===== config.mk =====
export PLATFORM = sky130hd
export DESIGN_NAME = lmac_fifo
export DESIGN_NICKNAME = d
export VERILOG_FILES = /design/src/design/lmac_fifo.sv
export SDC_FILE = /design/constraint.sdc
export NUM_CORES = 1
export LEC_CHECK = 0
export BUFFER_PORTS_ARGS = -buffer_cell sky130_fd_sc_hd__buf_2
export CORE_MARGIN = 1
export CORE_UTILIZATION = 45
export CTS_BUF_LIST = sky130_fd_sc_hd__clkbuf_16
export DETAILED_ROUTE_END_ITERATION = 10
export PLACE_DENSITY = 0.67
export SETUP_SLACK_MARGIN = 0.5
export SLEW_MARGIN = 10
export SYNTH_ARGS = -nofsm -noshare
export SYNTH_HDL_FRONTEND = slang
export SYNTH_SLANG_ARGS = --single-unit
export TNS_END_PERCENT = 30

===== constraint.sdc =====
create_clock -name clk -period 2.5 [get_ports clk]
set_input_delay 0.375 -clock clk [delete_from_list [all_inputs] [get_ports clk]]
set_output_delay 0.375 -clock clk [all_outputs]
set_load 0.01 [all_outputs]

===== src/design/lmac_fifo.sv =====
// lmac_fifo: small synchronous FIFO built from registers, head shown combinationally.
// No dependencies.
module lmac_fifo #(
    parameter int WIDTH = 32,
    parameter int DEPTH = 4
) (
    input  logic             clk,
    input  logic             rst_n,
    input  logic             wr_en,
    input  logic [WIDTH-1:0] wr_data,
    output logic             full,
    input  logic             rd_en,
    output logic [WIDTH-1:0] rd_data,
    output logic             empty
);

    localparam int PW = (DEPTH > 1) ? $clog2(DEPTH) : 1;
    localparam int CW = $clog2(DEPTH + 1);

    logic [WIDTH-1:0] data_reg [DEPTH];
    logic [PW-1:0]    wr_ptr_reg, wr_ptr_next;
    logic [PW-1:0]    rd_ptr_reg, rd_ptr_next;
    logic [CW-1:0]    count_reg, count_next;
    logic             do_wr, do_rd;

    assign full    = (count_reg == CW'(DEPTH));
    assign empty   = (count_reg == '0);
    assign do_wr   = wr_en && !full;
    assign do_rd   = rd_en && !empty;
    assign rd_data = data_reg[rd_ptr_reg];

    // Pointer and count update, pointers wrap at DEPTH
    always_comb
    begin
        wr_ptr_next = wr_ptr_reg;
        rd_ptr_next = rd_ptr_reg;
        count_next  = count_reg;
        if (do_wr)
        begin
            wr_ptr_next = (wr_ptr_reg == PW'(DEPTH - 1)) ? '0 : wr_ptr_reg + 1'b1;
        end
        if (do_rd)
        begin
            rd_ptr_next = (rd_ptr_reg == PW'(DEPTH - 1)) ? '0 : rd_ptr_reg + 1'b1;
        end
        if (do_wr && !do_rd)
        begin
            count_next = count_reg + 1'b1;
        end
        else if (do_rd && !do_wr)
        begin
            count_next = count_reg - 1'b1;
        end
    end

    always_ff @(posedge clk or negedge rst_n)
    begin
        if (!rst_n)
        begin
            wr_ptr_reg <= '0;
            rd_ptr_reg <= '0;
            count_reg  <= '0;
        end
        else
        begin
            wr_ptr_reg <= wr_ptr_next;
            rd_ptr_reg <= rd_ptr_next;
            count_reg  <= count_next;
        end
    end

    // Storage
    always_ff @(posedge clk)
    begin
        if (do_wr)
        begin
            data_reg[wr_ptr_reg] <= wr_data;
        end
    end

endmodule


==> results_dict.tcl <==
set metrics [dict create \
    final_cells 455 \
    ir_worst_vdd_uv 635 \
    setup_viol 0 \
    p_int_w 0.00606 \
    clk_latency_ns 0.41 \
    finalWirelength_um 8810 \
    nFillCells 817 \
    grtUsageTotal_pct 16.0 \
    critical_path_class "flip-flop to output port" \
    place_ws_ns 0.437 \
    placed_cells 412 \
    fin_crit_ns 2.12 \
    netlist_instances 205 \
    slew_headroom_pct 71.4 \
    die_x_um 108 \
    required_ns 2.12 \
    clock-sinks 135 \
    drive_gt1_share_pct 50.2 \
    tritoncts.num_buffers 17 \
    clockBufferDepth 2 \
    drc_errors 0 \
    startpoint_type "flip-flop" \
    antenna-diode-count 0 \
    ant_nets 0 \
    rows 38 \
    netlist_area_um2 5080 \
    gp_congestion 0.700 \
    start_util_pct 46.5 \
    min_from "wr_data[20]" \
    antenna_found_initial 1 \
    cts.root.buffer_cell "clkbuf_16" \
    hp-class "primary input to flip-flop" \
    post-route-worst-setup-slack_ns 0.380 \
    clk_pin_slew_ns 0.05 \
    synthSimpleGateAreaFrac_pct 1.50 \
    min_period_over_period_pct 84.8 \
    synth_top_family_by_area "multiplexers" \
    switching_power_w 0.00225 \
    grt_pass1_vias 2503 \
    sequentialPowerShare_pct 38.3 \
    pwr-share-comb_pct 31.3 \
    io_buffers 69 \
    swShare_pct 27.1 \
    area_growth_pct 28.5 \
    seq_area_frac_synth_pct 79.0 \
    critPathLaunch "rd_ptr_reg[0]$_DFFE_PN0P_" \
    synth_compound_area_share_pct 0.394 \
    coreArea_um2 10900 \
    synth-adder-area-share_pct 1.87 \
    rr_startpoint "count_reg[0]$_DFFE_PN0P_" \
    worst_slew_pin_slew_ns 0.429 \
    p_leak_nw 2.33 \
    htree_levels 4 \
    synth_xor_area_share_pct 0.517 \
    max_freq_mhz 472 \
    io_pins 70 \
    synth-main-ff-cell "edfxtp_1" \
    largest_reg_flops 128 \
    vias 2370 \
    layout.nets 345 \
    regArea_um2 4020 \
    maxCapViolations 0 \
    p_clk_share_pct 30.4 \
    grt_pass1_wl_um 13000 \
    syn_nets 248 \
    viasPerCell 5.21 \
    drt_first_pass_iters 6 \
    grt_overflow 0 \
    die_area_um2 11700 \
    yosys_register_bits 135 \
    cts_tree "done" \
    grt_max_degree 29 \
    yosys.cell_types.count 21 \
    synth_area_per_cell_um2 24.8 \
    wl_per_cell_um 19.4 \
    timing_max_transition_violations_final 0 \
    hpwl_um 4950 \
    grt_setup_unrepaired "true" \
    hold_viol_final 0 \
    yosys_warnings 0 \
    powerDensity_nw_per_um2 1270 \
    worst-path-max-fanout 5 \
    postSynth.asyncResetShare_pct 5.19 \
    synth_edf_count 128 \
    die_h_um 108 \
    skew_ns 0.00851 \
    critical_path_arrival_ns 1.75 \
    drt-initial-drc-count 97 \
    cp-end-kind "output port" \
    multi_input_area_um2 1010 \
    status "complete, no violations" \
    synthMuxAreaShare_pct 15.2 \
    holdWs_ns 0.181 \
    setup_tns_ns 0 \
]
kinds of logic after synthesis:
logic type / Yosys count
multiplexers: 36
adder cells (fa/ha/maj): 7
flip-flops: 135
AND/OR/NAND/NOR: 11
AO/OA/AOI/OAI: 2
buffers and inverters: 11
XOR/XNOR: 3
cell type report:
cell class / count / share of cell area, %
clock buffer: 17 / 6.51
inverter: 3 / 0.172
tap: 140 / 2.68
multi-input combinational: 59 / 15.5
timing repair buffer: 86 / 10.7
clock inverter: 15 / 2.82
sequential: 135 / 61.6
metrics by stage:
| stage | utilization [%] | instance area, µm² | total power, W |
|---|---|---|---|
| final | 59.7 | 6530 | 0.00831 |
| after global routing | 59.7 | 6530 | 0.00871 |
| after global placement | 51.7 | 5650 | 0.00534 |
| after CTS | 57.9 | 6330 | 0.00805 |
| after detailed placement | 51.7 | 5650 | 0.00539 |
| after floorplan | - | 5090 | 0.00463 |
worst paths after layout:
check	end	slack [ns]	cells past startpoint
worst max-delay path	rd_data[3]	0.38	4
worst min-delay path	data_reg[0][20]$_DFFE_PP_	0.18	1
worst max register to register	count_reg[1]$_DFFE_PN0P_	0.50	6
worst min register to register	wr_ptr_reg[1]$_DFFE_PN0P_	0.58	1
max in group asynchronous	rd_ptr_reg[0]$_DFFE_PN0P_	1.99	2
min in group asynchronous	rd_ptr_reg[1]$_DFFE_PN0P_	0.33	2
power groups by stage:
stage	combinational [W]	clock (W)	sequential (W)
after floorplan	0.00147	0	0.00316
after global placement	0.00205	0	0.00329
after detailed placement	0.00207	0	0.00332
after CTS	0.00224	0.00256	0.00324
after global routing	0.00283	0.00266	0.00322
final	0.00260	0.00252	0.00318
synthesized netlist by cell type (all sizes together) (2+ instances only):
cell type	number	area share, %
and2	3	0.37
mux4	32	14
nor3	2	0.20
ha	6	1.5
nor2	3	0.22
inv	3	0.22
dfrtp	7	3.4
edfxtp	128	76
mux2	4	1.0
buf	7	1.2
xor2	2	0.34
routing by layer:
| metal | part of all wire (%) | wire [µm] | global-route usage (%) |
|---|---|---|---|
| met2 | 50 | 4400 | 26.6 |
| met5 | 0.091 | 8 | 0 |
| met4 | 2.0 | 178 | 6.95 |
| met3 | 5.8 | 510 | 6.45 |
| met1 | 42 | 3710 | 18.3 |
layout by cell type (no fill, tap or decap), types with 3 or more instances in the layout:
cell type,count
edfxtp_1,128
buf_2,61
mux4_2,32
clkbuf_16,20
buf_6,9
buf_12,8
ha_1,6
clkinv_2,5
dfrtp_1,5
bufinv_16,4
inv_1,3
and2_2,3
clkinvlp_4,3
buf_4,3
critical path, cell delays in order, from the launching register on:
cell and delay [ns]:
dfrtp_2 0.38, buf_12 0.14, clkbuf_16 0.16, mux4_2 0.50
buf_2 0.16
repair_timing:
action,in CTS,in global routing
setup buffers,2,4
cloned,0,4
hold endpoints to repair,7,0
setup endpoints to repair,34,34
pin swaps,0,1
hold buffers,1,0
gates resized for setup,7,9
Note: power is estimated with default switching activity, not from simulation.
