--- src/design/lmac_pkg.sv ---
// lmac_pkg: item types, command codes and queue entry format for the linear layer MAC.
// Used by lmac_front, lmac_back, linear_layer_mac_top and lmac_check. No dependencies.
package lmac_pkg;

    // Command codes carried by an input item
    localparam logic [1:0] CMD_WEIGHT  = 2'd0;
    localparam logic [1:0] CMD_BIAS    = 2'd1;
    localparam logic [1:0] CMD_FEATURE = 2'd2;

    // Input item as seen on the push side
    typedef struct packed {
        logic [1:0]         command;
        logic [3:0]         row;
        logic [2:0]         group;
        logic signed [31:0] value0;
        logic signed [31:0] value1;
        logic signed [31:0] value2;
        logic signed [31:0] value3;
    } in_item_t;

    // Result item as seen on the pop side
    typedef struct packed {
        logic signed [31:0] prediction;
        logic [3:0]         output_index;
        logic               sample_end;
        logic               batch_done;
    } out_item_t;

    // Operation after classification by the front end
    typedef enum logic [1:0] {
        OP_WEIGHT,
        OP_BIAS,
        OP_FEATURE
    } op_t;

    // Entry of the queue between front and back end
    typedef struct packed {
        op_t                op;
        logic [3:0]         row;
        logic [2:0]         group;
        logic signed [31:0] value0;
        logic signed [31:0] value1;
        logic signed [31:0] value2;
        logic signed [31:0] value3;
    } q_entry_t;

endpackage

--- src/design/lmac_fifo.sv ---
// lmac_fifo: small synchronous FIFO built from registers, head shown combinationally.
// No dependencies.
module lmac_fifo #(
    parameter int WIDTH = 32,
    parameter int DEPTH = 4
) (
    input  logic             clk,
    input  logic             rst_n,
    input  logic             wr_en,
    input  logic [WIDTH-1:0] wr_data,
    output logic             full,
    input  logic             rd_en,
    output logic [WIDTH-1:0] rd_data,
    output logic             empty
);

    localparam int PW = (DEPTH > 1) ? $clog2(DEPTH) : 1;
    localparam int CW = $clog2(DEPTH + 1);

    logic [WIDTH-1:0] data_reg [DEPTH];
    logic [PW-1:0]    wr_ptr_reg, wr_ptr_next;
    logic [PW-1:0]    rd_ptr_reg, rd_ptr_next;
    logic [CW-1:0]    count_reg, count_next;
    logic             do_wr, do_rd;

    assign full    = (count_reg == CW'(DEPTH));
    assign empty   = (count_reg == '0);
    assign do_wr   = wr_en && !full;
    assign do_rd   = rd_en && !empty;
    assign rd_data = data_reg[rd_ptr_reg];

    // Pointer and count update, pointers wrap at DEPTH
    always_comb
    begin
        wr_ptr_next = wr_ptr_reg;
        rd_ptr_next = rd_ptr_reg;
        count_next  = count_reg;
        if (do_wr)
        begin
            wr_ptr_next = (wr_ptr_reg == PW'(DEPTH - 1)) ? '0 : wr_ptr_reg + 1'b1;
        end
        if (do_rd)
        begin
            rd_ptr_next = (rd_ptr_reg == PW'(DEPTH - 1)) ? '0 : rd_ptr_reg + 1'b1;
        end
        if (do_wr && !do_rd)
        begin
            count_next = count_reg + 1'b1;
        end
        else if (do_rd && !do_wr)
        begin
            count_next = count_reg - 1'b1;
        end
    end

    always_ff @(posedge clk or negedge rst_n)
    begin
        if (!rst_n)
        begin
            wr_ptr_reg <= '0;
            rd_ptr_reg <= '0;
            count_reg  <= '0;
        end
        else
        begin
            wr_ptr_reg <= wr_ptr_next;
            rd_ptr_reg <= rd_ptr_next;
            count_reg  <= count_next;
        end
    end

    // Storage
    always_ff @(posedge clk)
    begin
        if (do_wr)
        begin
            data_reg[wr_ptr_reg] <= wr_data;
        end
    end

endmodule

--- src/design/lmac_front.sv ---
// lmac_front: accepts input items, classifies them and drops the ones without effect.
// Depends on lmac_pkg and lmac_fifo.
module lmac_front
    import lmac_pkg::*;
#(
    parameter int ROW_COUNT = 10,
    parameter int NGROUPS   = 8,
    parameter int Q_DEPTH   = 4
) (
    input  logic     clk,
    input  logic     rst_n,
    input  logic     push,
    input  in_item_t item,
    output logic     full,
    input  logic     q_pop,
    output q_entry_t q_entry,
    output logic     q_empty
);

    q_entry_t entry;
    logic     keep;
    logic [$bits(q_entry_t)-1:0] q_rd_data;

    // Classify: unknown command and out-of-range loads change nothing
    always_comb
    begin
        entry.row    = item.row;
        entry.group  = item.group;
        entry.value0 = item.value0;
        entry.value1 = item.value1;
        entry.value2 = item.value2;
        entry.value3 = item.value3;
        entry.op     = OP_FEATURE;
        keep         = 1'b0;
        case (item.command)
            CMD_WEIGHT:
            begin
                entry.op = OP_WEIGHT;
                keep     = (int'(item.row) < ROW_COUNT) && (int'(item.group) < NGROUPS);
            end
            CMD_BIAS:
            begin
                entry.op = OP_BIAS;
                keep     = (int'(item.row) < ROW_COUNT);
            end
            CMD_FEATURE:
            begin
                entry.op = OP_FEATURE;
                keep     = 1'b1;
            end
            default:
            begin
                keep = 1'b0;
            end
        endcase
    end

    lmac_fifo #(
        .WIDTH ($bits(q_entry_t)),
        .DEPTH (Q_DEPTH)
    ) u_queue (
        .clk     (clk),
        .rst_n   (rst_n),
        .wr_en   (push && keep),
        .wr_data (entry),
        .full    (full),
        .rd_en   (q_pop),
        .rd_data (q_rd_data),
        .empty   (q_empty)
    );

    assign q_entry = q_entry_t'(q_rd_data);

endmodule

--- config.mk ---
export PLATFORM = sky130hd
export DESIGN_NAME = lmac_front
export DESIGN_NICKNAME = d
export VERILOG_FILES = /design/src/design/lmac_pkg.sv /design/src/design/lmac_fifo.sv /design/src/design/lmac_front.sv
export SDC_FILE = /design/constraint.sdc
export NUM_CORES = 1
export LEC_CHECK = 0
export BUFFER_PORTS_ARGS = -buffer_cell sky130_fd_sc_hd__buf_4
export CORE_ASPECT_RATIO = 0.7
export CORE_MARGIN = 2
export CORE_UTILIZATION = 45
export CTS_CLUSTER_SIZE = 30
export DETAILED_ROUTE_END_ITERATION = 8
export PLACE_DENSITY_LB_ADDON = 0.2
export SETUP_SLACK_MARGIN = 0.5
export SYNTH_ARGS = -nofsm -noshare
export SYNTH_HDL_FRONTEND = slang
export SYNTH_SLANG_ARGS = --single-unit
--- constraint.sdc ---
create_clock -name clk -period 5.7 [get_ports clk]
set_clock_uncertainty 0.15 [all_clocks]
set_input_delay 1.71 -clock clk [delete_from_list [all_inputs] [get_ports clk]]
set_output_delay 1.71 -clock clk [all_outputs]
set_load 0.05 [all_outputs]
==> summary.txt, run 1 <==
Route
  – DR iter-0 viols: 531
  – DRT Pass-1 Iters: 5
  – Vias/cell: 5.15
  – Total wire length: 38.5 mm
  – Via count: 8857
  – Wire per inst: 22.4 um
  – Drc violations: 0
  – Routed Antenna Nets: 0

Synth
  – Area leader, netlist: edfxtp_1
  – Seq/Total Area, Yosys: 82.1%
  – Top cells by area, synth: edfxtp_1, mux4_2, dfrtp_1
  – Async SR Flop Fraction: 1.26%
  – Synthesized area per cell: 26.8 um^2
  – Most used DFF post-synth: edfxtp_1
  – Synth top cells by count: edfxtp_1, mux4_2, buf_2, buf_6, dfrtp_1
  – Distinct cells, synth: 23
  – Post-Syn Instances: 757
  – Synth top area share: 81.2%
  – Cell Area, Synth: 20300 um^2
  – Syn nets: 905
  – Post-synthesis register bit count: 555
  – Yosys warns: 0
  – Number of synthesized flops with an enable pin: 548
  – Cell with the most instances after synthesis: edfxtp_1

Worst setup path
  – R2R Path End: u_queue.data_reg[0][57]
  – Register-to-Register Path Depth: 4
  – Critical path startpoint category: flip-flop
  – Crit path required time: 3.84 ns
  – Critical Path End Type: output pin
  – RR Startpoint: u_queue.count_reg[2]
  – Worst EP arrival: 2.81 ns
  – Worst setup startpoint: u_queue.rd_ptr_reg[0]
  – Crit path capture: q_entry[110]
  – Crit Path Class: flip-flop to output pin
  – CP max FO: 41
  – R2r setup slk: 3.11 ns

Power
  – Worst vdd ir: 429 uV
  – Pwr dens: 566 nW/um^2
  – Leak Pwr: 8.34 nW
  – Overall power: 14.0 mW

Placed design
  – RePlAce Congestion: 0.730
  – DP Wirelength: 22.9 mm
  – IO Port Bufs: 279
  – Placed cell count: 1623
  – Worst slack, placed: 1.53 ns

Clock tree
  – Clk slew on worst S/H paths: 0.06 ns
  – H-tree depth: 2
  – Hold_buf cts: 0
  – CTS Buf Count: 52
  – TritonCTS clock tree: done
  – Post-CTS sizing: 0
  – Clk_lat worst skew: 0.56 ns
  – Root Buffer: clkbuf_16
  – Setup Buffers After CTS: 0
  – CTS sink cnt: 555
  – Clk buf depth: 3

Die
  – Core area: 44700 um^2
  – Num rows: 65
  – Die W: 258 um
  – Die area: 46800 um^2
  – IO Pins: 280
  – Die H: 182 um
  – Starting Density: 45.3%

Timing
  – Min Tclk post-route: 4.67 ns
  – Fin crit share: 81.9%
  – Worst slew pin tran: 0.903 ns
  – Slew Limit Fails: 0
  – Setup violators final: 0
  – RSZ-0062 raised after global routing: false
  – Fin Setup TNS: 0 ns
  – Final hold vios: 0
  – Final worst slack: 1.03 ns
  – Fmax: 214 MHz
  – Max-slew headroom: 39.8%

GRT
  – GRT overflow: 0
  – Vias in the first global route: 9388
  – Number of antenna violations at the first check in global routing: 1
  – Largest net degree at the start of global routing: 127
  – Global Route Usage Sum: 16.5%
  – Global-route wire length before repair: 58.2 mm

Layout
  – # fillers: 3398
  – Max reg flops: 548
  – Area Growth Syn to Fin: 22.4%
  – Final nets: 1222
  – Share of cells above drive strength 1: 46.5%
  – Finished Layout Cells: 1719

Min path
  – Hold crit path type: flip-flop to flip-flop
  – Worst hold stages: 1

Job
  – Max-cap violations: 0

Outcome
  – Status: complete, no violations
worst max-delay path, cell delays in order (launching register included):
cell	delay, ns
dfrtp_4	1.02
buf_4	0.42
mux4_2	0.55
buf_4	0.21
layout make-up:
cell class	count	area (um^2)	share of cell area (%)
multi-input cells	166	3380	13.6
diodes	1	2.50	0.0101
inverters	4	15.0	0.0605
clock inverters	29	290	1.17
flip-flops and latches	555	16600	67.1
well taps	603	754	3.04
repair buffers	295	2350	9.48
clock buffers	66	1380	5.54
power breakdown:
part / leakage [nW] / switching (mW) / internal (mW) / total [mW]
clock: 0.821 / 1.41 / 1.98 / 3.39
sequential: 5.06 / 0.231 / 5.07 / 5.30
combinational: 2.46 / 3.48 / 1.88 / 5.35
total: 8.34 / 5.12 / 8.92 / 14.0
through the flow:
step / hold WS [ns] / utilization, % / area [um^2]
after floorplan: 0.343 / - / 20300
after global placement: 0.363 / 51.7 / 23100
after detailed placement: 0.367 / 51.7 / 23100
after CTS: 0.386 / 55.5 / 24800
after global routing: 0.435 / 55.5 / 24800
final: 0.383 / 55.5 / 24800
worst min-delay path by stage:
stage          slack [ns]                  from                    to
3_5_place_dp         0.37  u_queue.count_reg[2]  u_queue.count_reg[2]
2_1_floorplan        0.34  u_queue.count_reg[2]  u_queue.count_reg[2]
5_1_grt              0.44  u_queue.count_reg[2]  u_queue.count_reg[2]
6_report             0.38  u_queue.count_reg[2]  u_queue.count_reg[2]
3_3_place_gp         0.36  u_queue.count_reg[2]  u_queue.count_reg[2]
4_1_cts              0.39  u_queue.count_reg[2]  u_queue.count_reg[2]
cell usage in the layout, fill, tap and decap left out:
master / netlist / routed
nor2_1: 2 / 2
a21bo_2: 1 / 1
bufinv_16: 0 / 6
fa_1: 1 / 1
mux2_2: 4 / 4
mux4_2: 137 / 137
nor2b_1: 1 / 1
clkinv_2: 0 / 11
nor3_1: 2 / 2
clkinv_1: 0 / 10
buf_4: 1 / 284
edfxtp_1: 548 / 548
buf_12: 0 / 11
a211oi_4: 1 / 1
clkinv_4: 0 / 1
diode_2: 0 / 1
clkbuf_16: 0 / 53
o21a_1: 1 / 1
clkbuf_1: 3 / 13
xnor2_1: 1 / 1
ha_1: 6 / 6
inv_1: 4 / 4
inv_6: 0 / 1
a21o_1: 1 / 1
dfrtp_1: 7 / 5
xor2_1: 2 / 2
dfrtp_4: 0 / 2
nor3b_2: 1 / 1
and2_4: 0 / 4
o31ai_2: 1 / 1
layer usage:
metal | wire length (um) | GRT usage (%) | vias to the layer above
met1 | 16600 | 23.0 | 4691
met3 | 2470 | 4.42 | 44
met2 | 18800 | 26.4 | 209
li1 | - | - | 3913
met4 | 557 | 3.47 | 0
met5 | 0 | 0 | -
cells by family (layout without fill, tap and decap cells):
logic type | Yosys count | after routing | share of synthesized area [%]
xor gates and xnor gates | 3 | 3 | 0.130
DFF | 555 | 555 | 82.1
AOI/OAI and AO/OA | 5 | 5 | 0.284
buffers and inverters | 36 | 394 | 1.29
muxes | 141 | 141 | 15.4
adders and majority gates | 7 | 7 | 0.469
and+or+nand+nor | 10 | 10 | 0.303
other | 0 | 1 | 0
Power figures use the tool's default switching activity.
==> inputs of run 2 (changes only) <==
- clock period: 5.7 -> 4 ns (I/O delays scaled with it)
==> summary.txt, run 2 (synthesis results as in run 1) <==
GRT
  – Met1 Usage GRT: 24.2%
  – GRT overflow: 0
  – Number of antenna violations at the first check in global routing: 1
  – Largest net degree at the start of global routing: 61
  – Global Route Usage Sum: 17.5%
  – M3 GR Usage: 4.73%
  – Met2 GRT Util: 27.9%
  – Vias in the first global route: 9800
  – Global-route wire length before repair: 61.2 mm
  – GRT Max-Usage Layer: met2

Clock tree
  – Root Buffer: clkbuf_16
  – Hold_buf cts: 0
  – CTS Buf Count: 52
  – Clk buf depth: 3
  – Clk slew on worst S/H paths: 0.06 ns
  – CTS sink cnt: 555
  – Clk_lat worst skew: 0.57 ns
  – TritonCTS clock tree: done
  – H-tree depth: 2

Layout
  – Final nets: 1274
  – Finished Layout Cells: 1773
  – Most common cell after layout, fill and taps aside: edfxtp_1
  – Max reg flops: 548
  – Area Growth Syn to Fin: 27.3%
  – Most frequent cells in the layout: edfxtp_1, buf_4, mux4_2, buf_6, clkbuf_16
  – Share of cells above drive strength 1: 48.8%

Route
  – Wire per inst: 23.0 um
  – DRT Pass-1 Iters: 4
  – Vias/cell: 5.16
  – Via count: 9147
  – Total wire length: 40.8 mm
  – DR iter-0 viols: 577
  – Routed Antenna Nets: 0
  – Drc violations: 0

Placed design
  – RePlAce Congestion: 0.721
  – IO Port Bufs: 279
  – DP Wirelength: 24.7 mm
  – Placed cell count: 1650

Worst setup path
  – Critical Path End Type: output pin
  – CP max FO: 8
  – Worst EP arrival: 2.21 ns
  – RR Startpoint: u_queue.count_reg[2]
  – Critical path startpoint category: flip-flop
  – Worst setup startpoint: u_queue.rd_ptr_reg[0]
  – Crit path required time: 2.65 ns
  – Crit Path Class: flip-flop to output pin

Die
  – Num rows: 65
  – Die W: 258 um
  – Die area: 46800 um^2
  – Core area: 44700 um^2
  – Starting Density: 45.3%
  – IO Pins: 280
  – Die H: 182 um

Power
  – Worst vdd ir: 549 uV
  – Leak Pwr: 8.80 nW
  – Overall power: 21.0 mW
  – Pwr dens: 816 nW/um^2

Job
  – Max-cap violations: 0

Timing
  – RSZ-0062 raised after global routing: true
  – Fin crit share: 88.9%
  – Min Tclk post-route: 3.56 ns
  – Slew Limit Fails: 0
  – Fmax: 281 MHz
  – Setup violators final: 0
  – Max-slew headroom: 62.5%
  – Final hold vios: 0
  – Worst slew pin tran: 0.563 ns

Min path
  – Hold crit path type: primary input to asynchronous set/reset pin

Outcome
  – Status: complete, no violations
[run 2: power breakdown]
group          internal, mW  leakage (nW)  switching, mW
Sequential             7.22          5.06          0.213
Clock                  2.74         0.811           2.05
Combinational          3.46          2.93           5.36
[run 2: worst paths after layout]
check	slack (ns)	end	depth (start not counted)
max	0.44	q_entry[52]	5
min	0.28	u_queue.count_reg[0]	1
max reg2reg	1.69	u_queue.data_reg[3][12]	4
min reg2reg	0.40	u_queue.count_reg[2]	1
max in group asynchronous	3.27	u_queue.rd_ptr_reg[1]	1
min in group clk	0.40	u_queue.count_reg[2]	1
[run 2: metal layers]
layer	share of wire, %	up-vias
met5	0	-
met4	1.6	0
met3	7.0	48
met2	49	231
met1	42	4829
li1	-	4039
[run 2: timing repair]
item                                    in CTS  in global routing
endpoints found under the setup margin     128                125
gates resized for setup                     25                 52
endpoints found under the hold margin        0                  0
cloned                                       6                  3
setup buffers                               11                  5
[run 2: metrics by stage]
step	setup slack, ns	hold WS, ns	util (%)	TNS [ns]	instance area [um^2]
after floorplan	-0.0707	0.343	-	-38.72	20300
after global placement	0.645	0.371	52.5	0	23500
after CTS	0.414	0.249	57.0	0	25500
after detailed placement	0.622	0.389	52.5	0	23500
final	0.445	0.279	57.7	0	25800
after global routing	0.396	0.262	57.7	0	25800
[run 2: worst max-delay path: stages (launching register included)]
cell     delay (ns)
dfrtp_4        0.47
buf_12         0.20
buf_12         0.13
buf_16         0.12
mux4_2         0.51
buf_6          0.17
[run 2: final cells by class]
class | instances | area [um^2]
multi-input combinational | 166 | 3380
antenna | 2 | 5.00
fill | 3298 | 18900
timing repair buffer | 347 | 3350
clock inverter | 35 | 294
inverter | 4 | 15.0
tap | 603 | 754
sequential | 555 | 16600
clock buffer | 61 | 1360
